==> src/design/point_segment_projection_top_assert.svh <==
// Assertion macros shared by the point segment projection RTL.
`ifndef POINT_SEGMENT_PROJECTION_TOP_ASSERT_SVH
`define POINT_SEGMENT_PROJECTION_TOP_ASSERT_SVH
`ifndef SYNTHESIS
// Same-cycle implication, checked outside reset.
`define PSP_ASSERT_IMP(lbl, clk, rst_n, ante, cons, msg) \
    lbl: assert property (@(posedge clk) disable iff (!(rst_n)) (ante) |-> (cons)) \
        else $error(msg);
// Next-cycle implication, checked outside reset.
`define PSP_ASSERT_NXT(lbl, clk, rst_n, ante, cons, msg) \
    lbl: assert property (@(posedge clk) disable iff (!(rst_n)) (ante) |=> (cons)) \
        else $error(msg);
`else
`define PSP_ASSERT_IMP(lbl, clk, rst_n, ante, cons, msg)
`define PSP_ASSERT_NXT(lbl, clk, rst_n, ante, cons, msg)
`endif
`endif

==> src/design/psp_pkg.sv <==
// Types and constants shared by the point segment projection block.
`default_nettype none
package psp_pkg;

    // Default number of fractional bits in the projection parameter.
    localparam int FRACTION_BITS_DEF = 16;
    // Reset value of the degenerate length threshold.
    localparam logic [31:0] MIN_LEN_SQ_RESET = 32'd4295;
    // Widths of the exact intermediate values.
    localparam int DIFF_W = 33;
    localparam int PROD_W = 2 * DIFF_W;
    localparam int LEN_W = 66;
    localparam int DOT_W = 67;
    localparam int OUT_FRAC_W = 17;

    // How the projection parameter is formed for one item.
    typedef enum logic [1:0] {
        MODE_DIV  = 2'd0,
        MODE_ZERO = 2'd1,
        MODE_ONE  = 2'd2
    } t_frac_mode;

    // Input beat.
    typedef struct packed {
        logic signed [31:0] point_x;
        logic signed [31:0] point_y;
        logic signed [31:0] start_x;
        logic signed [31:0] start_y;
        logic signed [31:0] start_heading;
        logic signed [31:0] end_x;
        logic signed [31:0] end_y;
        logic signed [31:0] end_heading;
    } t_in_item;

    // Result beat.
    typedef struct packed {
        logic signed [31:0] proj_x;
        logic signed [31:0] proj_y;
        logic signed [31:0] proj_heading;
        logic [OUT_FRAC_W-1:0] fraction;
        logic degenerate;
    } t_out_item;

    // Control and pose data that travels with an item down the pipeline.
    typedef struct packed {
        logic valid;
        t_frac_mode mode;
        logic degenerate;
        logic signed [31:0] sx;
        logic signed [31:0] sy;
        logic signed [31:0] sh;
        logic signed [DIFF_W-1:0] dx;
        logic signed [DIFF_W-1:0] dy;
        logic signed [DIFF_W-1:0] dh;
    } t_carry;

endpackage
`default_nettype wire

==> src/design/psp_interp.sv <==
// Back end: selects t, interpolates the pose and forms the output beat.
`default_nettype none
module psp_interp #(
    parameter int FRACTION_BITS = psp_pkg::FRACTION_BITS_DEF
) (
    input  wire logic                     i_clk,
    input  wire logic                     i_rst_n,
    input  wire psp_pkg::t_carry          i_carry,
    input  wire logic [FRACTION_BITS-1:0] i_quo,
    output logic                          o_valid,
    output psp_pkg::t_out_item            o_result
);
    import psp_pkg::*;

    localparam int T_W    = FRACTION_BITS + 1;
    localparam int PR_W   = T_W + 1 + DIFF_W;
    localparam int FRW_W  = T_W + OUT_FRAC_W - 1;

    logic [T_W-1:0]           t_sel;
    logic signed [T_W:0]      t_signed;
    logic [FRW_W-1:0]         frac_wide;
    logic [FRW_W-1:0]         frac_shift;
    logic                     r_valid1, r_valid2;
    logic signed [PR_W-1:0]   r_px, r_py, r_ph;
    logic signed [31:0]       r_sx, r_sy, r_sh;
    logic [OUT_FRAC_W-1:0]    r_frac;
    logic                     r_degen;
    t_out_item                r_out;

    // Final value of t from the clamp decision or the quotient.
    always_comb begin
        case (i_carry.mode)
            MODE_DIV:  t_sel = {1'b0, i_quo};
            MODE_ONE:  t_sel = {1'b1, {FRACTION_BITS{1'b0}}};
            MODE_ZERO: t_sel = '0;
            default:   t_sel = '0;
        endcase
    end

    assign t_signed   = {1'b0, t_sel};
    assign frac_wide  = {t_sel, {(OUT_FRAC_W-1){1'b0}}};
    assign frac_shift = frac_wide >> FRACTION_BITS;

    // Stage 1: t times each difference, exact and signed.
    always_ff @(posedge i_clk) begin
        if (!i_rst_n) begin
            r_valid1 <= 1'b0;
        end else begin
            r_valid1 <= i_carry.valid;
        end
        r_px <= t_signed * i_carry.dx;
        r_py <= t_signed * i_carry.dy;
        r_ph <= t_signed * i_carry.dh;
        r_sx <= i_carry.sx;
        r_sy <= i_carry.sy;
        r_sh <= i_carry.sh;
        r_frac  <= frac_shift[OUT_FRAC_W-1:0];
        r_degen <= i_carry.degenerate;
    end

    // Stage 2: scale down with floor rounding and add the start value.
    always_ff @(posedge i_clk) begin
        if (!i_rst_n) begin
            r_valid2 <= 1'b0;
        end else begin
            r_valid2 <= r_valid1;
        end
        r_out.proj_x       <= r_sx + r_px[FRACTION_BITS+31:FRACTION_BITS];
        r_out.proj_y       <= r_sy + r_py[FRACTION_BITS+31:FRACTION_BITS];
        r_out.proj_heading <= r_sh + r_ph[FRACTION_BITS+31:FRACTION_BITS];
        r_out.fraction     <= r_frac;
        r_out.degenerate   <= r_degen;
    end

    assign o_valid  = r_valid2;
    assign o_result = r_out;

endmodule
`default_nettype wire

==> config.mk <==
export PLATFORM = sky130hd
export DESIGN_NAME = psp_interp
export DESIGN_NICKNAME = d
export VERILOG_FILES = /design/src/design/point_segment_projection_top_assert.svh /design/src/design/psp_pkg.sv /design/src/design/psp_interp.sv
export SDC_FILE = /design/constraint.sdc
export NUM_CORES = 2
export LEC_CHECK = 0
export BUFFER_PORTS_ARGS = -buffer_cell sky130_fd_sc_hd__buf_4
export CORE_MARGIN = 2
export CORE_UTILIZATION = 49
export CTS_CLUSTER_DIAMETER = 100
export DETAILED_ROUTE_END_ITERATION = 16
export PLACE_DENSITY = 0.73
export SLEW_MARGIN = 0
export SYNTH_ARGS = -nofsm -noshare
export SYNTH_HDL_FRONTEND = slang
export SYNTH_SLANG_ARGS = --single-unit
==> constraint.sdc <==
create_clock -name i_clk -period 6 [get_ports i_clk]
set_input_delay 0 -clock i_clk [delete_from_list [all_inputs] [get_ports i_clk]]
set_output_delay 0 -clock i_clk [all_outputs]
set_load 0.005 [all_outputs]
# After elaboration in Yosys (flattened, before gate mapping)

Cells that the tools add are included.

Bits in read-only memories: 0
Bits in latches: 0
Logic and storage cells: 24
Bits in registers: 374
Bits in writable memories: 0
Output and inout bits: 115
Memories: 0

Shift operators: 0
Bitwise gates (word level): 0
Add/sub/neg operators: 3
Divide/modulo/power cells: 0
Mux-type cells: 1
Equality and inequality tests: 1
Multipliers: 3
Reduce and logical (&&, ||, !) cells: 1
$lt $le $gt $ge: 0

Operators by type and width:

| kind                                           | number |
|---|---|
| 18-bit by 33-bit multiplier with 48-bit output | 3 |
| 32-bit adder                                   | 3 |
| 17-bit case mux with 2 select lines            | 1 |
| 2-bit equality test, second input constant     | 1 |
| 2-bit zero test                                | 1 |

# Depth between registers and ports, before layout

Depth in word-level cells: 3
Gate-level depth with buffers: 28
Mapped depth without buffers: 26

# Least setup slack after synthesis

Ideal clock, no wire load.

Path kind: input-to-reg
Start point: in i_carry[196] (netlist name)
End point: reg r_py[47]
Slack: -0.642 ns
Setup time: 0.121 ns
Arrival: 6.521 ns
Cell stages on the path: 27
Path through: nor2_1 -> clkbuf_1 -> and2_1 -> clkbuf_1 -> clkbuf_1 -> nand2_1 -> fa_1 -> inv_1 -> fa_1 -> inv_1 -> fa_1 -> inv_1 -> fa_1 -> fa_1 -> inv_1 -> fa_1 -> inv_1 -> ha_1 -> and4_1 -> a221oi_4 -> nand3_2 -> a221oi_4 -> o21ai_2 -> a21oi_4 -> o21bai_4 -> a221o_1 -> xnor2_1

Cells in the longest elaborated chain, start to end: 3
Elaborated cells on any way between the ends: 4

Ends and longest elaborated chain:

| what                                                   | line             | text |
|---|---|---|
| from (decl)                                            | psp_interp.sv:8  | `input wire psp_pkg::t_carry i_carry,` |
| 2-bit equality test or 2-bit zero test (tied branches) | psp_interp.sv:32 | `case (i_carry.mode)` |
| 17-bit case mux with 2 select lines *                  | psp_interp.sv:32 |  |
| 18-bit by 33-bit multiplier with 48-bit output *       | psp_interp.sv:52 | `r_py <= t_signed * i_carry.dy;` |
| to (signal assigned)                                   | psp_interp.sv:52 |  |
| to (decl)                                              | psp_interp.sv:24 | `logic signed [PR_W-1:0] r_px, r_py, r_ph;` |

Mark *: on every way between the ends. The rest lies on a longest branch, timed or not.
A chain may end at the register's enable or synchronous reset.

# Worst setup path in the final report

Start point: in i_carry[196] (netlist name)
End point: reg r_px[45]

Cells in the longest elaborated chain, start to end: 3
Elaborated cells on any way between the ends: 4

Ends and longest elaborated chain:

| what                                                   | line             | text |
|---|---|---|
| 2-bit equality test or 2-bit zero test (tied branches) | psp_interp.sv:32 |  |
| 17-bit case mux with 2 select lines *                  | psp_interp.sv:32 |  |
| 18-bit by 33-bit multiplier with 48-bit output *       | psp_interp.sv:51 | `r_px <= t_signed * i_carry.dx;` |
| to (signal assigned)                                   | psp_interp.sv:51 |  |
| to (decl)                                              | psp_interp.sv:24 |  |

Marked as above.

==> results.sh <==
export IMPL_dr_first_iter_drc_count=3895
export IMPL_drtAntennaViolNets=0
export IMPL_ys_async_sr_fraction=0
export IMPL_initial_utilization=0.494
export IMPL_die_w_um=374
export IMPL_fin_crit_sh=1.01
export IMPL_cts_root_buf="clkbuf_16"
export IMPL_mostFrequentLayoutCell="inv_1"
export IMPL_wl_met1_um=71800
export IMPL_grt_pass1_vias=58300
export IMPL_arrival_ns=6.65
export IMPL_final_util=0.595
export IMPL_startpoint_type="input pin"
export IMPL_grt_pass1_wl_um=308000
export IMPL_die_area_um2=140000
export IMPL_cp_max_fo=8
export IMPL_firstDrtPassIters=6
export IMPL_avgViaCountPerCell=5.35
export IMPL_gp_congestion=0.952
export IMPL_numPortBuffers=331
export IMPL_synth_edf_count=0
export IMPL_vdd_ir_drop_max_uv=346
export IMPL_rsz0062_at_grt="yes"
export IMPL_ys_seq_elements=326
export IMPL_htreeDepth=2
export IMPL_end_kind="flip-flop"
export IMPL_mostFrequentLayoutCells="inv_1 (1873), fa_1 (1529), buf_4 (935)"
export IMPL_cap_violations=0
export IMPL_ios=332
export IMPL_grt_start_max_net_pins=82
export IMPL_status="complete, but fails checks"
export IMPL_layout_setup_ws_ns=-0.0713
export IMPL_clk_path_buf_depth=3
export IMPL_finalClockSkew_ns=0.0206
export IMPL_grt_ovfl_total=0
export IMPL_syn_cell_area_um2=66900
export IMPL_clock_fmax_ghz=0.165
export IMPL_finalMaxSlewViolations=0
export IMPL_hp_class="in -> reg"
export IMPL_leakagePower_nw=44.0
export IMPL_wirelength_um=193000
export IMPL_top_layer_used="met5"
export IMPL_wire_per_inst_um=19.3
export IMPL_clock_latency_ns=0.63
export IMPL_track_usage=0.279
export IMPL_die_h_um=374
export IMPL_fillers=11300
export IMPL_slew_headroom=0.436
export IMPL_ys_types=89
export IMPL_ys_seq_area_frac=0.0975
export IMPL_violations="setup timing"
export IMPL_tightest_slew_ns=0.838
export IMPL_vias=53400
export IMPL_cts_made_buffers=42
export IMPL_power_density_nw_per_um2=272
export IMPL_synthFlopType="dfxtp_1"
export IMPL_hold_violations=0
export IMPL_setup_violations=3
export IMPL_cts_sinks=326
export IMPL_cts_tree="built"
export IMPL_required_ns=6.58
export IMPL_core_um2=135000
export IMPL_netlist_instances=7275
export IMPL_syn_num_nets=9460
export IMPL_route_met3_wl_um=15200
export IMPL_drive_gt1_frac=0.155
export IMPL_route_met2_wl_um=96000
export IMPL_path_clk_slew_ns=0.06
export IMPL_postSynthAreaPerCell_um2=9.20
export IMPL_yosysWarnings=0
export IMPL_dp_cells=9660
export IMPL_row_count=135
export IMPL_antenna_found_initial=11
export IMPL_worstSetupPathType="in -> reg"
export IMPL_layoutNonFillerInstCount=9987
export IMPL_dp_hpwl_um=152000
export IMPL_drc=0
export IMPL_layout_nets=10400
export IMPL_min_period_ns=6.07
export IMPL_area_growth_pct=20.5
-- kinds of logic after synthesis --
kind of cell	synth area share
DFF	0.0975
muxes	0.000150
buffers and inverters	0.127
xor gates and xnor gates	0.0284
AOI/OAI and AO/OA	0.0502
adders and majority gates	0.541
and+or+nand+nor	0.155
-- cells in the mapped netlist, drive strengths merged (4+ instances only) --
master | instances | area share
nand2 | 796 | 0.045
inv | 1888 | 0.11
or3 | 5 | 0.00047
a211oi | 14 | 0.0016
ha | 423 | 0.079
nand3 | 32 | 0.0025
a31oi | 15 | 0.0016
buf | 13 | 0.00073
o21ai | 77 | 0.0058
nor2b | 23 | 0.0022
and4 | 4 | 0.00052
nor3 | 29 | 0.0022
a21boi | 9 | 0.0010
or2 | 7 | 0.00065
and3 | 866 | 0.081
and2 | 122 | 0.011
a21o | 91 | 0.010
nand4 | 18 | 0.0017
fa | 1545 | 0.46
a2111oi | 7 | 0.0014
o21bai | 23 | 0.0027
a211o | 5 | 0.00065
o21a | 18 | 0.0021
o31a | 5 | 0.00079
o211a | 5 | 0.00075
a311o | 4 | 0.00062
a21oi | 148 | 0.011
o31ai | 8 | 0.0012
clkbuf | 366 | 0.021
o211ai | 16 | 0.0020
dfxtp | 326 | 0.098
xnor2 | 160 | 0.021
nand2b | 21 | 0.0020
nor2 | 80 | 0.0045
a31o | 4 | 0.00052
xor2 | 57 | 0.0075
-- registers in the layout (all words and copies together) (netlist names) --
register and count:
o_result 114, o_valid 1, r_degen 1, r_frac 17, r_ph 32, r_px 32, r_py 32, r_sh 32
r_sx 32, r_sy 32, r_valid1 1
-- metrics by stage --
stage / hold WS [ns] / setup WS [ns] / total power, W / setup TNS [ns] / area, um2
2_1_floorplan: 0.0277 / -0.105 / 0.0127 / -0.189 / 67200
3_3_place_gp: 0.104 / -0.778 / 0.0181 / -27.19 / 76000
3_5_place_dp: 0.105 / -0.895 / 0.0185 / -33.10 / 76000
4_1_cts: 0.000870 / -0.0208 / 0.0214 / -0.0399 / 79400
5_1_grt: 0.0275 / -0.216 / 0.0240 / -2.71 / 80600
6_report: 0.0475 / -0.0713 / 0.0220 / -0.118 / 80600
-- layer usage --
metal	vias up	GRT usage
li1	23500	-
met1	27100	0.340
met2	2251	0.485
met3	537	0.0472
met4	14	0.127
met5	-	0
-- path summary, 6_finish.rpt --
kind                 startpoint  cells after the start                   end  slack, ns
max                i_carry[196]                     27      r_px[45]$_DFF_P_      -0.07
min                i_carry[152]                      2      r_sy[21]$_DFF_P_       0.05
max reg2reg    r_ph[16]$_DFF_P_                     13  o_result[48]$_DFF_P_       2.47
min reg2reg  r_frac[14]$_DFF_P_                      0  o_result[15]$_DFF_P_       0.32
-- critical path, stage by stage --
cell	delay (ns)
buf_8	0.10
nor2_4	0.16
buf_12	0.19
and2_4	0.23
buf_12	0.15
nand2_2	0.06
fa_1	0.53
inv_1	0.06
fa_1	0.50
fa_1	0.61
fa_1	0.47
fa_1	0.49
inv_1	0.05
fa_1	0.49
inv_2	0.05
ha_4	0.22
a211o_1	0.33
a2111oi_4	0.45
nor4b_4	0.09
o21ai_1	0.10
buf_4	0.17
o211a_4	0.18
o21ai_4	0.07
o211ai_2	0.23
a21boi_2	0.09
or4b_1	0.47
nand4_1	0.08
-- layout make-up --
class,count,area (um2),share of cell area
multi-input combinational,4681,52600,0.652
timing repair buffer,1229,10800,0.134
inverter,1889,7090,0.0880
sequential,326,6530,0.0809
tap,1781,2230,0.0276
clock buffer,52,1130,0.0140
clock inverter,24,231,0.00287
antenna,5,12.5,0.000155
-- what timing repair did --
| item | CTS | global route |
|---|---|---|
| pin swaps | 11 | 74 |
| hold buffers | 191 | 1 |
| cloned | 3 | 6 |
| endpoints found under the hold margin | 100 | 1 |
| buffers inserted | 6 | 39 |
| endpoints found under the setup margin | 16 | 44 |
| gates resized for setup | 16 | 163 |
-- report_power, final --
part | total, W | internal, W | switching (W)
logic | 0.0161 | 0.00779 | 0.00830
clock network | 0.00254 | 0.00141 | 0.00113
registers | 0.00333 | 0.00305 | 0.000280
total | 0.0220 | 0.0122 | 0.00971
Note: power is estimated with default switching activity, not from simulation.
