`src/design/point_segment_projection_top_assert.svh`:
```
// Assertion macros shared by the point segment projection RTL.
`ifndef POINT_SEGMENT_PROJECTION_TOP_ASSERT_SVH
`define POINT_SEGMENT_PROJECTION_TOP_ASSERT_SVH
`ifndef SYNTHESIS
// Same-cycle implication, checked outside reset.
`define PSP_ASSERT_IMP(lbl, clk, rst_n, ante, cons, msg) \
    lbl: assert property (@(posedge clk) disable iff (!(rst_n)) (ante) |-> (cons)) \
        else $error(msg);
// Next-cycle implication, checked outside reset.
`define PSP_ASSERT_NXT(lbl, clk, rst_n, ante, cons, msg) \
    lbl: assert property (@(posedge clk) disable iff (!(rst_n)) (ante) |=> (cons)) \
        else $error(msg);
`else
`define PSP_ASSERT_IMP(lbl, clk, rst_n, ante, cons, msg)
`define PSP_ASSERT_NXT(lbl, clk, rst_n, ante, cons, msg)
`endif
`endif

```
`src/design/psp_pkg.sv`:
```
// Types and constants shared by the point segment projection block.
`default_nettype none
package psp_pkg;

    // Default number of fractional bits in the projection parameter.
    localparam int FRACTION_BITS_DEF = 16;
    // Reset value of the degenerate length threshold.
    localparam logic [31:0] MIN_LEN_SQ_RESET = 32'd4295;
    // Widths of the exact intermediate values.
    localparam int DIFF_W = 33;
    localparam int PROD_W = 2 * DIFF_W;
    localparam int LEN_W = 66;
    localparam int DOT_W = 67;
    localparam int OUT_FRAC_W = 17;

    // How the projection parameter is formed for one item.
    typedef enum logic [1:0] {
        MODE_DIV  = 2'd0,
        MODE_ZERO = 2'd1,
        MODE_ONE  = 2'd2
    } t_frac_mode;

    // Input beat.
    typedef struct packed {
        logic signed [31:0] point_x;
        logic signed [31:0] point_y;
        logic signed [31:0] start_x;
        logic signed [31:0] start_y;
        logic signed [31:0] start_heading;
        logic signed [31:0] end_x;
        logic signed [31:0] end_y;
        logic signed [31:0] end_heading;
    } t_in_item;

    // Result beat.
    typedef struct packed {
        logic signed [31:0] proj_x;
        logic signed [31:0] proj_y;
        logic signed [31:0] proj_heading;
        logic [OUT_FRAC_W-1:0] fraction;
        logic degenerate;
    } t_out_item;

    // Control and pose data that travels with an item down the pipeline.
    typedef struct packed {
        logic valid;
        t_frac_mode mode;
        logic degenerate;
        logic signed [31:0] sx;
        logic signed [31:0] sy;
        logic signed [31:0] sh;
        logic signed [DIFF_W-1:0] dx;
        logic signed [DIFF_W-1:0] dy;
        logic signed [DIFF_W-1:0] dh;
    } t_carry;

endpackage
`default_nettype wire

```
`src/design/psp_div_cell.sv`:
```
// One restoring division cell: produces one quotient bit per item per cycle.
`default_nettype none
module psp_div_cell #(
    parameter int FRACTION_BITS = psp_pkg::FRACTION_BITS_DEF
) (
    input  wire logic                       i_clk,
    input  wire logic                       i_rst_n,
    input  wire psp_pkg::t_carry            i_carry,
    input  wire logic [psp_pkg::LEN_W-1:0]  i_rem,
    input  wire logic [psp_pkg::LEN_W-1:0]  i_len,
    input  wire logic [FRACTION_BITS-1:0]   i_quo,
    output psp_pkg::t_carry                 o_carry,
    output logic [psp_pkg::LEN_W-1:0]       o_rem,
    output logic [psp_pkg::LEN_W-1:0]       o_len,
    output logic [FRACTION_BITS-1:0]        o_quo
);
    import psp_pkg::*;

    t_carry                  r_carry;
    logic [LEN_W-1:0]        r_rem, r_len;
    logic [FRACTION_BITS-1:0] r_quo;
    logic [LEN_W:0]          shifted;
    logic [LEN_W:0]          diff;
    logic                    q_bit;

    // Shift the remainder and try to subtract the length.
    assign shifted = {i_rem, 1'b0};
    assign diff    = shifted - {1'b0, i_len};
    assign q_bit   = shifted >= {1'b0, i_len};

    always_ff @(posedge i_clk) begin
        if (!i_rst_n) begin
            r_carry.valid <= 1'b0;
        end else begin
            r_carry.valid <= i_carry.valid;
        end
        r_carry.mode       <= i_carry.mode;
        r_carry.degenerate <= i_carry.degenerate;
        r_carry.sx <= i_carry.sx;
        r_carry.sy <= i_carry.sy;
        r_carry.sh <= i_carry.sh;
        r_carry.dx <= i_carry.dx;
        r_carry.dy <= i_carry.dy;
        r_carry.dh <= i_carry.dh;
        r_rem <= q_bit ? diff[LEN_W-1:0] : shifted[LEN_W-1:0];
        r_len <= i_len;
        r_quo <= {i_quo[FRACTION_BITS-2:0], q_bit};
    end

    assign o_carry = r_carry;
    assign o_rem   = r_rem;
    assign o_len   = r_len;
    assign o_quo   = r_quo;

endmodule
`default_nettype wire

```
`config.mk`:
```
export PLATFORM = sky130hd
export DESIGN_NAME = psp_div_cell
export DESIGN_NICKNAME = d
export VERILOG_FILES = /design/src/design/point_segment_projection_top_assert.svh /design/src/design/psp_pkg.sv /design/src/design/psp_div_cell.sv
export SDC_FILE = /design/constraint.sdc
export NUM_CORES = 1
export LEC_CHECK = 0
export BUFFER_PORTS_ARGS = -buffer_cell sky130_fd_sc_hd__buf_4
export CAP_MARGIN = 20
export CORE_AREA = 2 2 267 269
export DETAILED_ROUTE_END_ITERATION = 16
export DIE_AREA = 0 0 269 271
export PLACE_DENSITY_LB_ADDON = 0.1
export SYNTH_ARGS = -nofsm -noshare
export SYNTH_HDL_FRONTEND = slang
export SYNTH_SLANG_ARGS = --single-unit
```
`constraint.sdc`:
```
create_clock -name i_clk -period 3.9 [get_ports i_clk]
set_clock_uncertainty 0.05 [all_clocks]
set_input_delay 0.195 -clock i_clk [delete_from_list [all_inputs] [get_ports i_clk]]
set_output_delay 0.195 -clock i_clk [all_outputs]
set_load 0.005 [all_outputs]
```
Yosys cells after proc, flatten, opt, wreduce, memory -nomap -nowiden
Index checks and enable logic that the tools add are counted.
{"block": "totals", "ff_bits": 347, "input_bits": 349, "out_inout_bits": 347}
{"block": "classes", "addsub": 1, "n_lt_le_gt_ge": 1, "muxes": 1}
{"cell": "67-bit by 66-bit >= comparator with 1-bit output", "n": 1}
{"cell": "66-bit two-way mux", "n": 1}
{"cell": "66-bit subtractor", "n": 1}

Depth between registers and ports, before layout
Gate-level depths: netlist of the first run.
{"block": "logic_depth", "ltp_word": 2, "ltp_mapped": 16, "ltp_nobuf": 13}

Least setup slack after synthesis of the first run
Ideal clock, no wire load.
{"block": "synth_timing", "kind": "in2reg", "from": "input port i_len[34] in the netlist's numbering", "to": "register r_rem[61] (netlist: o_rem[61])", "setup_ps": 129, "arrival_ps": 2837, "t_required_ps": 3721, "setup_slack_ps": 884, "cell_stages": 13, "n_path_buf": 1, "path_cell_list": "inv_1 -> ha_1 -> nand2_1 -> or4_1 -> nand3b_4 -> a21oi_2 -> nor3_2 -> a2111oi_4 -> nor2_1 -> o31a_1 -> buf_6 -> a2111oi_4 -> a211oi_1"}
{"block": "synth_between", "elab_chain_len": 2, "word_cells_on_any_way": 3, "classes_between": "1 x add/sub; 1 x order compare; 1 x mux"}
{"element": "start, declared", "line_no": "psp_div_cell.sv:10", "rtl": "input wire logic [psp_pkg::LEN_W-1:0] i_len,"}
{"element": "66-bit subtractor / 67-bit by 66-bit >= comparator with 1-bit output (equally long branches)", "line_no": "psp_div_cell.sv:28, psp_div_cell.sv:29"}
{"element": "66-bit two-way mux *", "line_no": "psp_div_cell.sv:45", "rtl": "r_rem <= q_bit ? diff[LEN_W-1:0] : shifted[LEN_W-1:0];"}
{"element": "end signal, assigned", "line_no": "psp_div_cell.sv:45"}
{"element": "end, declared", "line_no": "psp_div_cell.sv:20", "rtl": "logic [LEN_W-1:0] r_rem, r_len;"}
Every way passes the cells marked *; elsewhere a longest branch is shown, timed or not.
A chain may end at the register's enable or synchronous reset.

Worst setup path after layout of the first run
{"block": "layout_timing", "from": "input port i_len[27] in the netlist's numbering", "to": "register r_rem[63] (netlist: o_rem[63])"}
The elaborated chain is that of the path after synthesis.

==> impl_results.html, run 1 <==
<table>
<tr><th>Metric</th><th>Value</th></tr>
<tr><th colspan="2">Logic synthesis</th></tr>
<tr><td>Proportion of register bits with asynchronous set or reset after synthesis</td><td>0</td></tr>
<tr><td>Seq/Total Area, Yosys</td><td>0.5849</td></tr>
<tr><td>Number of synthesis warnings</td><td>0</td></tr>
<tr><td>EDFF count, synth</td><td>0</td></tr>
<tr><td>Gate count after technology mapping</td><td>about 1100</td></tr>
<tr><td>Library cells used by synthesis</td><td>65</td></tr>
<tr><td>Syn_nets</td><td>1565</td></tr>
<tr><td>Average size of a mapped cell</td><td>a little over 10 um2</td></tr>
<tr><td>Synth Register Bits</td><td>347</td></tr>
<tr><td>Commonest register cell after synthesis</td><td>sky130_fd_sc_hd__dfxtp_1</td></tr>
<tr><td>Mapped Area</td><td>11880 um2</td></tr>
<tr><th colspan="2">Die</th></tr>
<tr><td>Floorplan Core Area</td><td>about 70000 um2</td></tr>
<tr><td>Die Area</td><td>roughly 73000 um2</td></tr>
<tr><td>Die extent in x</td><td>between 200 and 300 um</td></tr>
<tr><td>Ports</td><td>around 700</td></tr>
<tr><td>Number of rows created at floorplan</td><td>slightly below 100</td></tr>
<tr><td>Effective utilization at floorplan</td><td>0.1702</td></tr>
<tr><td>Die H</td><td>approximately 270 um</td></tr>
<tr><th colspan="2">Detailed routing</th></tr>
<tr><td>DRT antenna net count</td><td>0</td></tr>
<tr><td>Detailed Route Iter0 Violations</td><td>440</td></tr>
<tr><td>Overall via count from detail_route</td><td>about 12000</td></tr>
<tr><td>Post-detailed-routing wire length</td><td>between 60000 and 70000 um</td></tr>
<tr><td>First-pass iteration count of the detailed router</td><td>5</td></tr>
<tr><td>Wire per inst</td><td>approximately 21 um</td></tr>
<tr><td>Remaining design rule violation count</td><td>0</td></tr>
<tr><td>Drt via density</td><td>3.888</td></tr>
<tr><th colspan="2">Worst hold path</th></tr>
<tr><td>Class of the tightest hold or removal check</td><td>in -&gt; reg</td></tr>
<tr><th colspan="2">Placed design</th></tr>
<tr><td>IO Port Bufs</td><td>slightly below 700</td></tr>
<tr><td>Placed insts</td><td>about 2800</td></tr>
<tr><td>Post-DP HPWL</td><td>roughly 54000 um</td></tr>
<tr><td>Routability-driven placement congestion ratio</td><td>~0.89</td></tr>
<tr><th colspan="2">STA</th></tr>
<tr><td>WHS</td><td>a little over 0.2 ns</td></tr>
<tr><td>Final hold violation count</td><td>0</td></tr>
<tr><td>Peak Freq</td><td>between 200 and 300 MHz</td></tr>
<tr><td>Setup violators final</td><td>0</td></tr>
<tr><td>Transition time at the pin with the least slew margin</td><td>0.7293 ns</td></tr>
<tr><td>Min cycle time layout</td><td>approximately 3.7 ns</td></tr>
<tr><td>Unrepaired setup endpoints after global routing</td><td>false</td></tr>
<tr><td>Total negative setup slack</td><td>0 ns</td></tr>
<tr><td>Normalized max-slew margin</td><td>0.5013</td></tr>
<tr><td>Share of the cycle needed by the critical path after routing</td><td>0.9440</td></tr>
<tr><td>Number of pins with negative max-slew slack in the final report</td><td>0</td></tr>
<tr><th colspan="2">Critical path</th></tr>
<tr><td>Number of gates on the worst path with buffers counted</td><td>15</td></tr>
<tr><td>Series of cell instances along the critical path</td><td>dlygate4sd3_1, buf_4, inv_1, ha_1, nand2_1, or4_1, nand3b_4, a21oi_2, nor3_2, a2111oi_4, nor2_1, o21ai_1, nor3_1, a311oi_1, dlygate4sd3_1</td></tr>
<tr><td>Top cell family by delay on the critical path</td><td>buffers and inverters</td></tr>
<tr><td>Critical path endpoint category</td><td>flop</td></tr>
<tr><td>Critical Path Start Type</td><td>primary input</td></tr>
<tr><td>Highest fanout seen on the critical path</td><td>5</td></tr>
<tr><td>Startpoint of the most critical setup path</td><td>i_len[27]</td></tr>
<tr><td>Maximum cell stage delay along the critical path</td><td>about 0.67 ns</td></tr>
<tr><td>WS Path Type</td><td>in -&gt; reg</td></tr>
<tr><td>Data required time at the worst endpoint</td><td>approximately 4.4 ns</td></tr>
<tr><td>Data arrival, critical path</td><td>4.15 ns</td></tr>
<tr><td>Critical Path Sink</td><td>o_rem[63]$_DFF_P_</td></tr>
<tr><td>Crit-path most repeated cell</td><td>sky130_fd_sc_hd__dlygate4sd3_1</td></tr>
<tr><td>Crit path buffers/inverters</td><td>4</td></tr>
<tr><td>Cell with the largest stage delay on the worst path</td><td>sky130_fd_sc_hd__dlygate4sd3_1</td></tr>
<tr><th colspan="2">Global routing</th></tr>
<tr><td>Residual overflow from global routing</td><td>0</td></tr>
<tr><td>Number of global-route vias before repair</td><td>approximately 13000</td></tr>
<tr><td>Number of antenna violations at the first check in global routing</td><td>27</td></tr>
<tr><td>Overall fraction of global-route tracks in use</td><td>0.1740</td></tr>
<tr><td>Pin count of the biggest net entering global routing</td><td>59</td></tr>
<tr><td>First-pass GRT wire length</td><td>91540 um</td></tr>
<tr><th colspan="2">Cells and area</th></tr>
<tr><td>Fraction of layout cells with a size suffix above 1</td><td>0.3587</td></tr>
<tr><td>P&amp;R area growth vs syn</td><td>95.86%</td></tr>
<tr><td>Filler instances</td><td>7318</td></tr>
<tr><td>Non-filler cells, final</td><td>approximately 3200</td></tr>
<tr><td>Final-stage net count</td><td>about 2600</td></tr>
<tr><th colspan="2">Clock network</th></tr>
<tr><td>TritonCTS clock tree</td><td>built</td></tr>
<tr><td>Clock Tree Root</td><td>sky130_fd_sc_hd__clkbuf_16</td></tr>
<tr><td>Clock buffer depth</td><td>3</td></tr>
<tr><td>H-tree depth</td><td>2</td></tr>
<tr><td>Clock input transition at the sequential cells of the worst setup and hold paths</td><td>0.06 ns</td></tr>
<tr><td>Sinks on Clock Net</td><td>between 300 and 400</td></tr>
<tr><td>Number of buffers inserted during clock tree synthesis</td><td>43</td></tr>
<tr><th colspan="2">Run</th></tr>
<tr><td>Max_cap viols</td><td>0</td></tr>
<tr><th colspan="2">Power</th></tr>
<tr><td>Worst supply voltage drop on vdd</td><td>0.0002999 V</td></tr>
<tr><td>Leakage component of the power</td><td>~0.011 uW</td></tr>
<tr><td>Final Total Pwr</td><td>roughly 10000 uW</td></tr>
<tr><td>Pwr/cell area</td><td>~440 nW/um2</td></tr>
<tr><th colspan="2">Status</th></tr>
<tr><td>Outcome</td><td>complete, no violations</td></tr>
</table>
per-stage QoR:
step | worst slack (ns) | utilization | cell area (um2)
after floorplan | 0.8842 | - | 11880
after global placement | 0.2452 | 0.2622 | 18300
after detailed placement | 0.2125 | 0.2622 | 18300
after CTS | 0.1168 | 0.3326 | 23210
after global routing | 0.0005254 | 0.3332 | 23250
final | 0.2183 | 0.3333 | 23260
power breakdown:
group / switching [uW] / internal [uW] / leakage [uW]
Sequential: 96.2 / 3850 / 0.00293
Clock: 1730 / 2350 / 0.000691
Combinational: 1020 / 1170 / 0.00725
Total: 2840 / 7370 / 0.0109
state kept, by name (all words and copies together) (netlist names):
register / flops
o_len: 66
o_carry: 199
o_rem: 66
o_quo: 16
layout make-up:
| cell class | instances | area, um2 | area share |
|---|---|---|---|
| clock inverter | 18 | 225.2 | 0.009682 |
| antenna | 15 | 37.54 | 0.001614 |
| inverter | 81 | 304.0 | 0.01307 |
| multi-input combinational | 686 | 4452 | 0.1914 |
| sequential | 347 | 6947 | 0.2986 |
| tap | 940 | 1176 | 0.05056 |
| clock buffer | 59 | 1216 | 0.05228 |
| timing repair buffer | 1067 | 8904 | 0.3828 |
kinds of logic after synthesis:
logic type,synth area share
compound gates,0.1599
xor+xnor,0.04056
fa+ha+maj,0.07122
buf+inv,0.04088
flops,0.5849
mux,0.0008428
simple gates,0.1017
worst min-delay path by stage:
stage / to / start / slack (ns) / cells after the start
after global routing: o_carry[66]$_DFF_P_ / i_carry[66] / 0.17 / 2
after detailed placement: o_carry[106]$_DFF_P_ / i_carry[106] / 0.25 / 1
after CTS: o_carry[177]$_DFF_P_ / i_carry[177] / 0.15 / 2
after global placement: o_carry[95]$_DFF_P_ / i_carry[95] / 0.25 / 1
final: o_carry[160]$_DFF_P_ / i_carry[160] / 0.20 / 2
after floorplan: o_carry[0]$_DFF_P_ / i_carry[0] / 0.17 / 0
per-layer routing:
metal  global-route usage  part of all wire
met1               0.1790              0.37
met2               0.3319              0.53
met3              0.04524             0.064
met4              0.06520             0.037
met5                    0            0.0024
cell usage in the layout (no fill, tap or decap), types with 6 or more instances in the layout:
cell                            Yosys  routed
sky130_fd_sc_hd__o21bai_1          13      13
sky130_fd_sc_hd__nand3_1            7       7
sky130_fd_sc_hd__nand4_1           16      16
sky130_fd_sc_hd__clkbuf_1          18       8
sky130_fd_sc_hd__a31oi_1            8       7
sky130_fd_sc_hd__clkbuf_16          0      43
sky130_fd_sc_hd__o31ai_1            7       7
sky130_fd_sc_hd__clkinv_2           0       6
sky130_fd_sc_hd__dfxtp_1          347     347
sky130_fd_sc_hd__inv_1             80      80
sky130_fd_sc_hd__o21ai_0           69      68
sky130_fd_sc_hd__xnor2_1           33      33
sky130_fd_sc_hd__ha_1              66      66
sky130_fd_sc_hd__xor2_1            22      22
sky130_fd_sc_hd__nor2_1            87      87
sky130_fd_sc_hd__nor3_1            10      10
sky130_fd_sc_hd__nand2_1           93      93
sky130_fd_sc_hd__buf_4              4     718
sky130_fd_sc_hd__diode_2            0      15
sky130_fd_sc_hd__a211oi_1           8       8
sky130_fd_sc_hd__a21oi_1          123     123
sky130_fd_sc_hd__and3_1             7       7
sky130_fd_sc_hd__a21o_1            34      34
sky130_fd_sc_hd__dlygate4sd3_1      0     347
sky130_fd_sc_hd__clkbuf_8           0       8
cells in the mapped netlist (all sizes together), types with 3 or more instances:
cell type    n  share of area
nand4       17         0.0095
a21o        34          0.021
a31oi        8         0.0042
o41ai        3         0.0035
nand2       93          0.029
nor2        87          0.027
a21oi      124          0.053
dfxtp      347           0.58
a21boi       5         0.0032
nand2b       4         0.0021
o31ai        7         0.0044
ha          66          0.070
o211ai       3         0.0019
nor3        12         0.0059
a2111oi      3         0.0054
nor4         3         0.0028
or3          5         0.0026
nor2b        5         0.0026
a221oi       6         0.0050
inv         81          0.026
xor2        22          0.016
a211oi       8         0.0051
or2          3         0.0016
clkbuf      18         0.0057
o21bai      13         0.0082
and3         7         0.0037
and4         4         0.0029
nand3        7         0.0029
o21a         5         0.0032
xnor2       33          0.024
and2         4         0.0021
o21ai       70          0.029
buf         17         0.0096
timing repair:
action / in CTS / in global routing
setup endpoints to repair: 0 / 4
buffers inserted: 0 / 1
hold buffers: 347 / 0
gates resized for setup: 0 / 2
endpoints found under the hold margin: 346 / 0
(Power assumes the default switching activity.)
==> inputs of run 2 (changes only) <==
--- a/config.mk
+++ b/config.mk
@@ -5,12 +5,15 @@
 export SDC_FILE = /design/constraint.sdc
 export NUM_CORES = 1
 export LEC_CHECK = 0
+export ABC_AREA = 1
 export BUFFER_PORTS_ARGS = -buffer_cell sky130_fd_sc_hd__buf_4
 export CAP_MARGIN = 20
-export CORE_AREA = 2 2 267 269
+export CORE_AREA = 2 2 268 270
 export DETAILED_ROUTE_END_ITERATION = 16
-export DIE_AREA = 0 0 269 271
+export DIE_AREA = 0 0 270 272
+export HOLD_SLACK_MARGIN = 0.05
 export PLACE_DENSITY_LB_ADDON = 0.1
+export RECOVER_POWER = 50
 export SYNTH_ARGS = -nofsm -noshare
 export SYNTH_HDL_FRONTEND = slang
 export SYNTH_SLANG_ARGS = --single-unit
==> run 2 against run 1 <==
Wire length increased by 13%. Sequential power about the same. Clock power increased by 3%.
==> impl_results.html, run 2 <==
<table>
<tr><th>Metric</th><th>Value</th></tr>
<tr><th colspan="2">Status</th></tr>
<tr><td>Outcome</td><td>complete, no violations (unchanged)</td></tr>
<tr><th colspan="2">Logic synthesis</th></tr>
<tr><td>Mapped Area</td><td>13750 um2 (was 11880 um2)</td></tr>
<tr><td>Average size of a mapped cell</td><td>7.587 um2 (was 10.34 um2)</td></tr>
<tr><td>Area fraction in and, or, nand and nor cells after synthesis</td><td>0.2712 (was 0.1017)</td></tr>
<tr><td>Commonest register cell after synthesis</td><td>sky130_fd_sc_hd__dfxtp_1 (unchanged)</td></tr>
<tr><td>Synth Register Bits</td><td>347 (unchanged)</td></tr>
<tr><td>Synth Area in Compound Gates</td><td>0.04696 (was 0.1599)</td></tr>
<tr><td>Ranking of synthesized cells by instance count</td><td>sky130_fd_sc_hd__nand2_1 (656), sky130_fd_sc_hd__dfxtp_1 (347), sky130_fd_sc_hd__inv_1 (309), sky130_fd_sc_hd__nor2_1 (113), sky130_fd_sc_hd__nand3_1 (83) (was sky130_fd_sc_hd__dfxtp_1 (347), sky130_fd_sc_hd__a21oi_1 (123), sky130_fd_sc_hd__nand2_1 (93), sky130_fd_sc_hd__nor2_1 (87), sky130_fd_sc_hd__inv_1 (80))</td></tr>
<tr><td>Syn_nets</td><td>2228 (was 1565)</td></tr>
<tr><td>Proportion of register bits with asynchronous set or reset after synthesis</td><td>0 (unchanged)</td></tr>
<tr><td>Synth Area in Adders</td><td>0.06152 (was 0.07122)</td></tr>
<tr><td>Largest family of logic cells by synthesized area</td><td>simple AND/OR/NAND/NOR gates (was compound AO/OA/AOI/OAI gates)</td></tr>
<tr><td>Number of synthesis warnings</td><td>0 (unchanged)</td></tr>
<tr><td>Portion of synthesized cell area occupied by the leading cell type</td><td>0.5053 (was 0.5849)</td></tr>
<tr><td>Most area-consuming cells after synthesis</td><td>sky130_fd_sc_hd__dfxtp_1 (51%), sky130_fd_sc_hd__nand2_1 (18%), sky130_fd_sc_hd__inv_1 (8.4%) (was sky130_fd_sc_hd__dfxtp_1 (58%), sky130_fd_sc_hd__ha_1 (7.0%), sky130_fd_sc_hd__a21oi_1 (5.2%))</td></tr>
<tr><td>Library cells used by synthesis</td><td>30 (was 65)</td></tr>
<tr><td>Seq/Total Area, Yosys</td><td>0.5053 (was 0.5849)</td></tr>
<tr><td>Gate count after technology mapping</td><td>1812 (was 1149)</td></tr>
<tr><td>Count leader, synth</td><td>sky130_fd_sc_hd__nand2_1 (was sky130_fd_sc_hd__dfxtp_1)</td></tr>
<tr><td>Synthesized-area fraction occupied by xor and xnor cells</td><td>0.02102 (was 0.04056)</td></tr>
<tr><td>Share of synthesized area spent on multiplexers</td><td>0 (was 0.0008428)</td></tr>
<tr><td>Most area-hungry cell type in the Yosys netlist</td><td>sky130_fd_sc_hd__dfxtp_1 (unchanged)</td></tr>
<tr><td>EDFF count, synth</td><td>0 (unchanged)</td></tr>
<tr><th colspan="2">Cells and area</th></tr>
<tr><td>Filler instances</td><td>7536 (was 7318)</td></tr>
<tr><td>Leading cell types in the layout, fill and taps excluded</td><td>sky130_fd_sc_hd__nand2_1 (656), sky130_fd_sc_hd__buf_4 (353), sky130_fd_sc_hd__dfxtp_1 (347), sky130_fd_sc_hd__dlygate4sd3_1 (346), sky130_fd_sc_hd__inv_1 (309) (was sky130_fd_sc_hd__buf_4 (718), sky130_fd_sc_hd__dlygate4sd3_1 (347), sky130_fd_sc_hd__dfxtp_1 (347), sky130_fd_sc_hd__a21oi_1 (123), sky130_fd_sc_hd__nand2_1 (93))</td></tr>
<tr><td>Flip-flop count of the largest register after layout</td><td>199 (unchanged)</td></tr>
<tr><td>Fraction of layout cells with a size suffix above 1</td><td>0.2507 (was 0.3587)</td></tr>
<tr><td>P&amp;R area growth vs syn</td><td>80.92% (was 95.86%)</td></tr>
<tr><td>Final-stage net count</td><td>3306 (was 2642)</td></tr>
<tr><td>Most common cell after layout, fill and taps aside</td><td>sky130_fd_sc_hd__nand2_1 (was sky130_fd_sc_hd__buf_4)</td></tr>
<tr><th colspan="2">Clock network</th></tr>
<tr><td>Setup bufs post-CTS</td><td>0 (unchanged)</td></tr>
<tr><td>TritonCTS clock tree</td><td>built (unchanged)</td></tr>
<tr><td>Number of buffers inserted during clock tree synthesis</td><td>43 (unchanged)</td></tr>
<tr><td>Clock input transition at the sequential cells of the worst setup and hold paths</td><td>0.05 ns (was 0.06 ns)</td></tr>
<tr><td>Sinks on Clock Net</td><td>347 (unchanged)</td></tr>
<tr><td>Clock Tree Root</td><td>sky130_fd_sc_hd__clkbuf_16 (unchanged)</td></tr>
<tr><td>H-tree depth</td><td>2 (unchanged)</td></tr>
<tr><td>Clock buffer depth</td><td>3 (unchanged)</td></tr>
<tr><th colspan="2">Die</th></tr>
<tr><td>Effective utilization at floorplan</td><td>0.1943 (was 0.1702)</td></tr>
<tr><td>Die Area</td><td>73440 um2 (was 72900 um2)</td></tr>
<tr><td>Floorplan Core Area</td><td>70750 um2 (was 69790 um2)</td></tr>
<tr><td>Die extent in x</td><td>270 um (was 269 um)</td></tr>
<tr><td>Ports</td><td>696 (unchanged)</td></tr>
<tr><td>Number of rows created at floorplan</td><td>98 (was 97)</td></tr>
<tr><td>Die H</td><td>272 um (was 271 um)</td></tr>
<tr><th colspan="2">STA</th></tr>
<tr><td>Number of pins with negative max-slew slack in the final report</td><td>0 (unchanged)</td></tr>
<tr><td>Transition time at the pin with the least slew margin</td><td>0.8405 ns (was 0.7293 ns)</td></tr>
<tr><td>Share of the cycle needed by the critical path after routing</td><td>0.7999 (was 0.9440)</td></tr>
<tr><td>Min cycle time layout</td><td>3.120 ns (was 3.682 ns)</td></tr>
<tr><td>Setup violators final</td><td>0 (unchanged)</td></tr>
<tr><td>Total negative setup slack</td><td>0 ns (unchanged)</td></tr>
<tr><td>Final hold violation count</td><td>0 (unchanged)</td></tr>
<tr><td>Peak Freq</td><td>320.5 MHz (was 271.6 MHz)</td></tr>
<tr><td>Normalized max-slew margin</td><td>0.4338 (was 0.5013)</td></tr>
<tr><td>Unrepaired setup endpoints after global routing</td><td>false (unchanged)</td></tr>
<tr><th colspan="2">Power</th></tr>
<tr><td>Final Total Pwr</td><td>10470 uW (was 10210 uW)</td></tr>
<tr><td>Worst supply voltage drop on vdd</td><td>0.0003547 V (was 0.0002999 V)</td></tr>
<tr><td>Leakage component of the power</td><td>0.01279 uW (was 0.01087 uW)</td></tr>
<tr><td>Pwr/cell area</td><td>421.0 nW/um2 (was 438.9 nW/um2)</td></tr>
<tr><th colspan="2">Critical path</th></tr>
<tr><td>Data required time at the worst endpoint</td><td>4.35 ns (was 4.37 ns)</td></tr>
<tr><td>Data arrival, critical path</td><td>3.57 ns (was 4.15 ns)</td></tr>
<tr><td>Critical path endpoint category</td><td>flop (unchanged)</td></tr>
<tr><td>WS Path Type</td><td>in -&gt; reg (unchanged)</td></tr>
<tr><td>Highest fanout seen on the critical path</td><td>37 (was 5)</td></tr>
<tr><td>Critical Path Start Type</td><td>primary input (unchanged)</td></tr>
<tr><th colspan="2">Global routing</th></tr>
<tr><td>GRT met1 Usage</td><td>0.2232 (was 0.1790)</td></tr>
<tr><td>Number of antenna violations at the first check in global routing</td><td>12 (was 27)</td></tr>
<tr><td>Pin count of the biggest net entering global routing</td><td>38 (was 59)</td></tr>
<tr><td>Busiest grt layer</td><td>met2 (unchanged)</td></tr>
<tr><td>First-pass GRT wire length</td><td>108400 um (was 91540 um)</td></tr>
<tr><td>Residual overflow from global routing</td><td>0 (unchanged)</td></tr>
<tr><td>Overall fraction of global-route tracks in use</td><td>0.1990 (was 0.1740)</td></tr>
<tr><td>GRT met2 Usage</td><td>0.3854 (was 0.3319)</td></tr>
<tr><td>GR met3 Demand/Resource</td><td>0.03306 (was 0.04524)</td></tr>
<tr><td>Number of global-route vias before repair</td><td>16360 (was 13340)</td></tr>
<tr><th colspan="2">Detailed routing</th></tr>
<tr><td>Remaining design rule violation count</td><td>0 (unchanged)</td></tr>
<tr><td>Overall via count from detail_route</td><td>15430 (was 12490)</td></tr>
<tr><td>Drt via density</td><td>3.975 (was 3.888)</td></tr>
<tr><td>Post-detailed-routing wire length</td><td>75410 um (was 66480 um)</td></tr>
<tr><td>Wire per inst</td><td>19.42 um (was 20.69 um)</td></tr>
<tr><td>First-pass iteration count of the detailed router</td><td>5 (unchanged)</td></tr>
<tr><td>Detailed Route Iter0 Violations</td><td>657 (was 440)</td></tr>
<tr><td>DRT antenna net count</td><td>0 (unchanged)</td></tr>
<tr><th colspan="2">Placed design</th></tr>
<tr><td>Post-DP HPWL</td><td>63810 um (was 53900 um)</td></tr>
<tr><td>IO Port Bufs</td><td>694 (unchanged)</td></tr>
<tr><td>Routability-driven placement congestion ratio</td><td>0.9553 (was 0.8850)</td></tr>
<tr><th colspan="2">Run</th></tr>
<tr><td>Max_cap viols</td><td>0 (unchanged)</td></tr>
<tr><th colspan="2">Worst hold path</th></tr>
<tr><td>Class of the tightest hold or removal check</td><td>in -&gt; reg (unchanged)</td></tr>
</table>
[run 2: cell count changes in the layout (fill, tap and decap cells not counted), moves of 12 or more]
cell	previous run	this run
sky130_fd_sc_hd__a21o_1	34	0
sky130_fd_sc_hd__a21oi_1	123	74
sky130_fd_sc_hd__buf_4	718	353
sky130_fd_sc_hd__clkbuf_1	8	60
sky130_fd_sc_hd__clkbuf_4	0	291
sky130_fd_sc_hd__inv_1	80	309
sky130_fd_sc_hd__nand2_1	93	656
sky130_fd_sc_hd__nand3_1	7	83
sky130_fd_sc_hd__nand3b_1	1	13
sky130_fd_sc_hd__nor2_1	87	113
sky130_fd_sc_hd__o21ai_0	68	27
sky130_fd_sc_hd__xnor2_1	33	2
[run 2: cells by family (layout without fill, tap and decap cells)]
family	after synthesis	count (layout)
xor+xnor	33	33
simple gates	918	918
buf+inv	327	1439
other cells	0	8
compound gates	120	120
flops	347	347
fa+ha+maj	67	67
[run 2: stage by stage]
| step | instances | utilization | hold WS [ns] | area, um2 | setup WS, ns |
|---|---|---|---|---|---|
| 2_1_floorplan | 1812 | - | 0.1727 | 13750 | 1.935 |
| 4_1_cts | 3874 | 0.3543 | 0.1692 | 25060 | 0.8985 |
| 3_3_place_gp | 3449 | 0.2840 | 0.2497 | 20090 | 0.8816 |
| 3_5_place_dp | 3449 | 0.2840 | 0.2505 | 20090 | 0.8922 |
| 5_1_grt | 3878 | 0.3514 | 0.2149 | 24860 | 0.5692 |
| 6_report | 3882 | 0.3516 | 0.2244 | 24870 | 0.7803 |
[run 2: path summary, 6_finish.rpt]
path,from,endpoint,slack [ns],cells after the start
min,i_len[46],o_len[46]$_DFF_P_,0.22,2
max,i_len[26],o_rem[53]$_DFF_P_,0.78,16
[run 2: area by class of cell]
cell class / instances / area (um2) / share of cell area
sequential: 347 / 6947 / 0.2793
clock inverter: 22 / 266.5 / 0.01071
clock buffer: 57 / 1240 / 0.04985
antenna: 8 / 20.02 / 0.0008048
inverter: 313 / 1175 / 0.04723
multi-input combinational: 1138 / 5509 / 0.2215
tap: 950 / 1189 / 0.04779
timing repair buffer: 1047 / 8528 / 0.3429
[run 2: what timing repair did]
action	in CTS	in global routing
hold buffers	346	0
hold endpoints to repair	346	0
resized for setup	0	0
[run 2: layer usage]
layer	up-vias	wire length, um
met5	-	33
met4	4	1841
met3	86	3366
met2	471	40330
met1	7165	29840
li1	7705	-
[run 2: critical path, stage by stage]
cell and delay (ns):
sky130_fd_sc_hd__dlygate4sd3_1 0.60, sky130_fd_sc_hd__clkbuf_1 0.29, sky130_fd_sc_hd__inv_1 0.09, sky130_fd_sc_hd__ha_1 0.35, sky130_fd_sc_hd__nand2_1 0.15, sky130_fd_sc_hd__nor2_2 0.21, sky130_fd_sc_hd__inv_1 0.09, sky130_fd_sc_hd__nor2_1 0.11
sky130_fd_sc_hd__buf_4 0.15, sky130_fd_sc_hd__nand4_1 0.23, sky130_fd_sc_hd__nor2_1 0.16, sky130_fd_sc_hd__nor3_1 0.07, sky130_fd_sc_hd__nand2_2 0.11, sky130_fd_sc_hd__buf_4 0.40, sky130_fd_sc_hd__nand3_1 0.23, sky130_fd_sc_hd__nand2_1 0.10
[run 2: where the power goes]
group	switching, uW	total, uW	internal [uW]	leakage [uW]
Sequential	127	3970	3840	0.00293
Clock	1650	4220	2570	0.000746
Combinational	1190	2280	1090	0.00911
==> inputs of run 3 (changes only) <==
==> constraint.sdc (replaced) <==
create_clock -name i_clk -period 3.3 [get_ports i_clk]
set_clock_uncertainty 0.05 [all_clocks]
set_input_delay 0.165 -clock i_clk [delete_from_list [all_inputs] [get_ports i_clk]]
set_output_delay 0.165 -clock i_clk [all_outputs]
set_load 0.005 [all_outputs]
==> run 3 against run 2 <==
Sequential power up 18%. Sequential share of layout area down 0.069 points. Wire length up 0.50%. Critical path type unchanged.
==> impl_results.html, run 3 (synthesized netlist as in run 2, its figures left out) <==
<table>
<tr><th>Metric</th><th>Value</th></tr>
<tr><th colspan="2">Status</th></tr>
<tr><td>Outcome</td><td>complete, no violations (unchanged)</td></tr>
<tr><th colspan="2">Cells and area</th></tr>
<tr><td>P&amp;R area growth vs syn</td><td>81.37% (was 80.92%)</td></tr>
<tr><td>Most common cell after layout, fill and taps aside</td><td>sky130_fd_sc_hd__nand2_1 (unchanged)</td></tr>
<tr><td>Leading cell types in the layout, fill and taps excluded</td><td>sky130_fd_sc_hd__nand2_1 (656), sky130_fd_sc_hd__buf_4 (355), sky130_fd_sc_hd__dfxtp_1 (347), sky130_fd_sc_hd__dlygate4sd3_1 (346), sky130_fd_sc_hd__inv_1 (309) (was sky130_fd_sc_hd__nand2_1 (656), sky130_fd_sc_hd__buf_4 (353), sky130_fd_sc_hd__dfxtp_1 (347), sky130_fd_sc_hd__dlygate4sd3_1 (346), sky130_fd_sc_hd__inv_1 (309))</td></tr>
<tr><td>Final-stage net count</td><td>3308 (was 3306)</td></tr>
<tr><td>Non-filler cells, final</td><td>3882 (unchanged)</td></tr>
<tr><td>Flip-flop count of the largest register after layout</td><td>199 (unchanged)</td></tr>
<tr><td>Final non-filler cell area</td><td>24940 um2 (was 24870 um2)</td></tr>
<tr><td>Fraction of layout cells with a size suffix above 1</td><td>0.2524 (was 0.2507)</td></tr>
<tr><th colspan="2">Power</th></tr>
<tr><td>Leakage component of the power</td><td>0.01281 uW (was 0.01279 uW)</td></tr>
<tr><td>Pwr/cell area</td><td>499.3 nW/um2 (was 421.0 nW/um2)</td></tr>
<tr><td>Worst supply voltage drop on vdd</td><td>0.0005608 V (was 0.0003547 V)</td></tr>
<tr><th colspan="2">Worst hold path</th></tr>
<tr><td>Hold Startpoint</td><td>i_rem[65] (was i_len[46])</td></tr>
<tr><td>Class of the tightest hold or removal check</td><td>in -&gt; reg (unchanged)</td></tr>
<tr><td>Endpoint of the worst hold path</td><td>o_rem[65]$_DFF_P_ (was o_len[46]$_DFF_P_)</td></tr>
<tr><td>Cell count of the worst hold path</td><td>8 (was 2)</td></tr>
<tr><th colspan="2">Placed design</th></tr>
<tr><td>Cell area after placement</td><td>20120 um2 (was 20090 um2)</td></tr>
<tr><td>Post-DP HPWL</td><td>63760 um (was 63810 um)</td></tr>
<tr><td>Routability-driven placement congestion ratio</td><td>0.9453 (was 0.9553)</td></tr>
<tr><td>Placed insts</td><td>3451 (was 3449)</td></tr>
<tr><td>IO Port Bufs</td><td>694 (unchanged)</td></tr>
<tr><th colspan="2">Detailed routing</th></tr>
<tr><td>Overall via count from detail_route</td><td>15370 (was 15430)</td></tr>
<tr><td>Post-detailed-routing wire length</td><td>75780 um (was 75410 um)</td></tr>
<tr><td>Routed wire length on met3</td><td>4051 um (was 3366 um)</td></tr>
<tr><td>First-pass iteration count of the detailed router</td><td>5 (unchanged)</td></tr>
<tr><td>Detailed Route Iter0 Violations</td><td>626 (was 657)</td></tr>
<tr><td>Top layer used by detailed routing</td><td>met5 (unchanged)</td></tr>
<tr><td>Met2 wire length</td><td>39370 um (was 40330 um)</td></tr>
<tr><td>Wire per inst</td><td>19.52 um (was 19.42 um)</td></tr>
<tr><td>Remaining design rule violation count</td><td>0 (unchanged)</td></tr>
<tr><td>DRT antenna net count</td><td>0 (unchanged)</td></tr>
<tr><td>Drt via density</td><td>3.960 (was 3.975)</td></tr>
<tr><td>Wl on met1</td><td>29580 um (was 29840 um)</td></tr>
<tr><th colspan="2">Die</th></tr>
<tr><td>Die Area</td><td>73440 um2 (unchanged)</td></tr>
<tr><td>Die extent in x</td><td>270 um (unchanged)</td></tr>
<tr><td>Die H</td><td>272 um (unchanged)</td></tr>
<tr><td>Number of rows created at floorplan</td><td>98 (unchanged)</td></tr>
<tr><td>Floorplan Core Area</td><td>70750 um2 (unchanged)</td></tr>
<tr><td>Effective utilization at floorplan</td><td>0.1943 (unchanged)</td></tr>
<tr><td>Ports</td><td>696 (unchanged)</td></tr>
<tr><th colspan="2">STA</th></tr>
<tr><td>Unrepaired setup endpoints after global routing</td><td>false (unchanged)</td></tr>
<tr><td>Peak Freq</td><td>344.1 MHz</td></tr>
<tr><td>Final hold violation count</td><td>0 (unchanged)</td></tr>
<tr><td>Min cycle time layout</td><td>approximately 2.9 ns</td></tr>
<tr><td>Number of pins with negative max-slew slack in the final report</td><td>0 (unchanged)</td></tr>
<tr><td>Total negative setup slack</td><td>0 ns (unchanged)</td></tr>
<tr><td>Transition time at the pin with the least slew margin</td><td>0.5752 ns (was 0.8405 ns)</td></tr>
<tr><td>Share of the cycle needed by the critical path after routing</td><td>0.8807</td></tr>
<tr><td>Setup violators final</td><td>0 (unchanged)</td></tr>
<tr><td>Normalized max-slew margin</td><td>0.6130 (was 0.4338)</td></tr>
<tr><th colspan="2">Critical path</th></tr>
<tr><td>Data required time at the worst endpoint</td><td>3.76 ns (was 4.35 ns)</td></tr>
<tr><td>Highest fanout seen on the critical path</td><td>50 (was 37)</td></tr>
<tr><td>WS Path Type</td><td>in -&gt; reg (unchanged)</td></tr>
<tr><td>Data arrival, critical path</td><td>3.37 ns (was 3.57 ns)</td></tr>
<tr><td>Critical path endpoint category</td><td>flop (unchanged)</td></tr>
<tr><td>Critical Path Start Type</td><td>primary input (unchanged)</td></tr>
<tr><th colspan="2">Run</th></tr>
<tr><td>Max_cap viols</td><td>0 (unchanged)</td></tr>
<tr><th colspan="2">Global routing</th></tr>
<tr><td>First-pass GRT wire length</td><td>107500 um (was 108400 um)</td></tr>
<tr><td>Number of global-route vias before repair</td><td>16000 (was 16360)</td></tr>
<tr><td>Residual overflow from global routing</td><td>0 (unchanged)</td></tr>
<tr><td>Overall fraction of global-route tracks in use</td><td>0.1999 (was 0.1990)</td></tr>
<tr><td>Number of antenna violations at the first check in global routing</td><td>15 (was 12)</td></tr>
<tr><td>Pin count of the biggest net entering global routing</td><td>51 (was 38)</td></tr>
<tr><th colspan="2">Clock network</th></tr>
<tr><td>Sinks on Clock Net</td><td>347 (unchanged)</td></tr>
<tr><td>Setup bufs post-CTS</td><td>0 (unchanged)</td></tr>
<tr><td>Number of buffers inserted during clock tree synthesis</td><td>43 (unchanged)</td></tr>
<tr><td>Clock buffer depth</td><td>3 (unchanged)</td></tr>
<tr><td>Clock Tree Root</td><td>sky130_fd_sc_hd__clkbuf_16 (unchanged)</td></tr>
<tr><td>H-tree depth</td><td>2 (unchanged)</td></tr>
<tr><td>TritonCTS clock tree</td><td>built (unchanged)</td></tr>
<tr><td>Clock input transition at the sequential cells of the worst setup and hold paths</td><td>0.06 ns (was 0.05 ns)</td></tr>
</table>
==> run 3: through the flow <==
| stage | utilization | hold WS (ns) | setup slack (ns) | total power [uW] |
|---|---|---|---|---|
| 2_1_floorplan | - | 0.1427 | 1.365 | 5706 |
| 3_3_place_gp | 0.2844 | 0.2199 | 0.4621 | 7219 |
| 3_5_place_dp | 0.2844 | 0.2205 | 0.4473 | 7207 |
| 4_1_cts | 0.3550 | 0.1355 | 0.4709 | 12730 |
| 5_1_grt | 0.3523 | 0.1681 | 0.1434 | 13080 |
| 6_report | 0.3524 | 0.1848 | 0.3939 | 12450 |
==> run 3: area by class of cell <==
class	instances	area, um2
flip-flops and latches	347	6947
clock buffers	56	1235
clock inverters	21	294.0
repair buffers	1049	8567
diodes	8	20.02
multi-input cells	1138	5509
well taps	950	1189
inverters	313	1175
fillers	7527	45820
==> run 3: power breakdown <==
group | total, uW | leakage, uW | internal, uW | switching [uW]
clock network | 5050 | 0.000738 | 3050 | 2000
logic | 2710 | 0.00914 | 1300 | 1410
registers | 4680 | 0.00293 | 4540 | 144
total | 12500 | 0.0128 | 8890 | 3560
==> run 3: how the worst max path moves through the flow <==
| stage | cells after the start | start | slack (ns) | endpoint |
|---|---|---|---|---|
| 3_3_place_gp | 12 | i_rem[8] | 0.46 | o_rem[58]$_DFF_P_ |
| 6_report | 15 | i_len[26] | 0.39 | o_rem[55]$_DFF_P_ |
| 5_1_grt | 17 | i_len[23] | 0.14 | o_rem[53]$_DFF_P_ |
| 2_1_floorplan | 17 | i_len[41] | 1.36 | o_rem[63]$_DFF_P_ |
| 4_1_cts | 13 | i_rem[8] | 0.47 | o_rem[58]$_DFF_P_ |
| 3_5_place_dp | 12 | i_rem[8] | 0.45 | o_rem[58]$_DFF_P_ |
==> run 3: worst max-delay path: stages <==
cell and delay (ns):
sky130_fd_sc_hd__dlygate4sd3_1 0.61, sky130_fd_sc_hd__clkbuf_1 0.32, sky130_fd_sc_hd__inv_1 0.08, sky130_fd_sc_hd__ha_1 0.35, sky130_fd_sc_hd__nand2_1 0.13, sky130_fd_sc_hd__nor2_2 0.20, sky130_fd_sc_hd__inv_1 0.10, sky130_fd_sc_hd__nor2_1 0.15
sky130_fd_sc_hd__nand4_1 0.28, sky130_fd_sc_hd__nor2_1 0.18, sky130_fd_sc_hd__nor3_1 0.07, sky130_fd_sc_hd__nand2_2 0.12, sky130_fd_sc_hd__buf_12 0.27, sky130_fd_sc_hd__nand3_1 0.21, sky130_fd_sc_hd__nand2_1 0.09
==> run 3: timing repair <==
item	in CTS	in global routing
hold endpoints to repair	345	0
hold buffers	346	0
gates resized for setup	0	0
==> run 3: routing by layer <==
metal,vias to the layer above,track usage
met5,-,0
met4,6,0.07193
li1,7706,-
met3,104,0.04276
met2,523,0.3752
met1,7032,0.2203
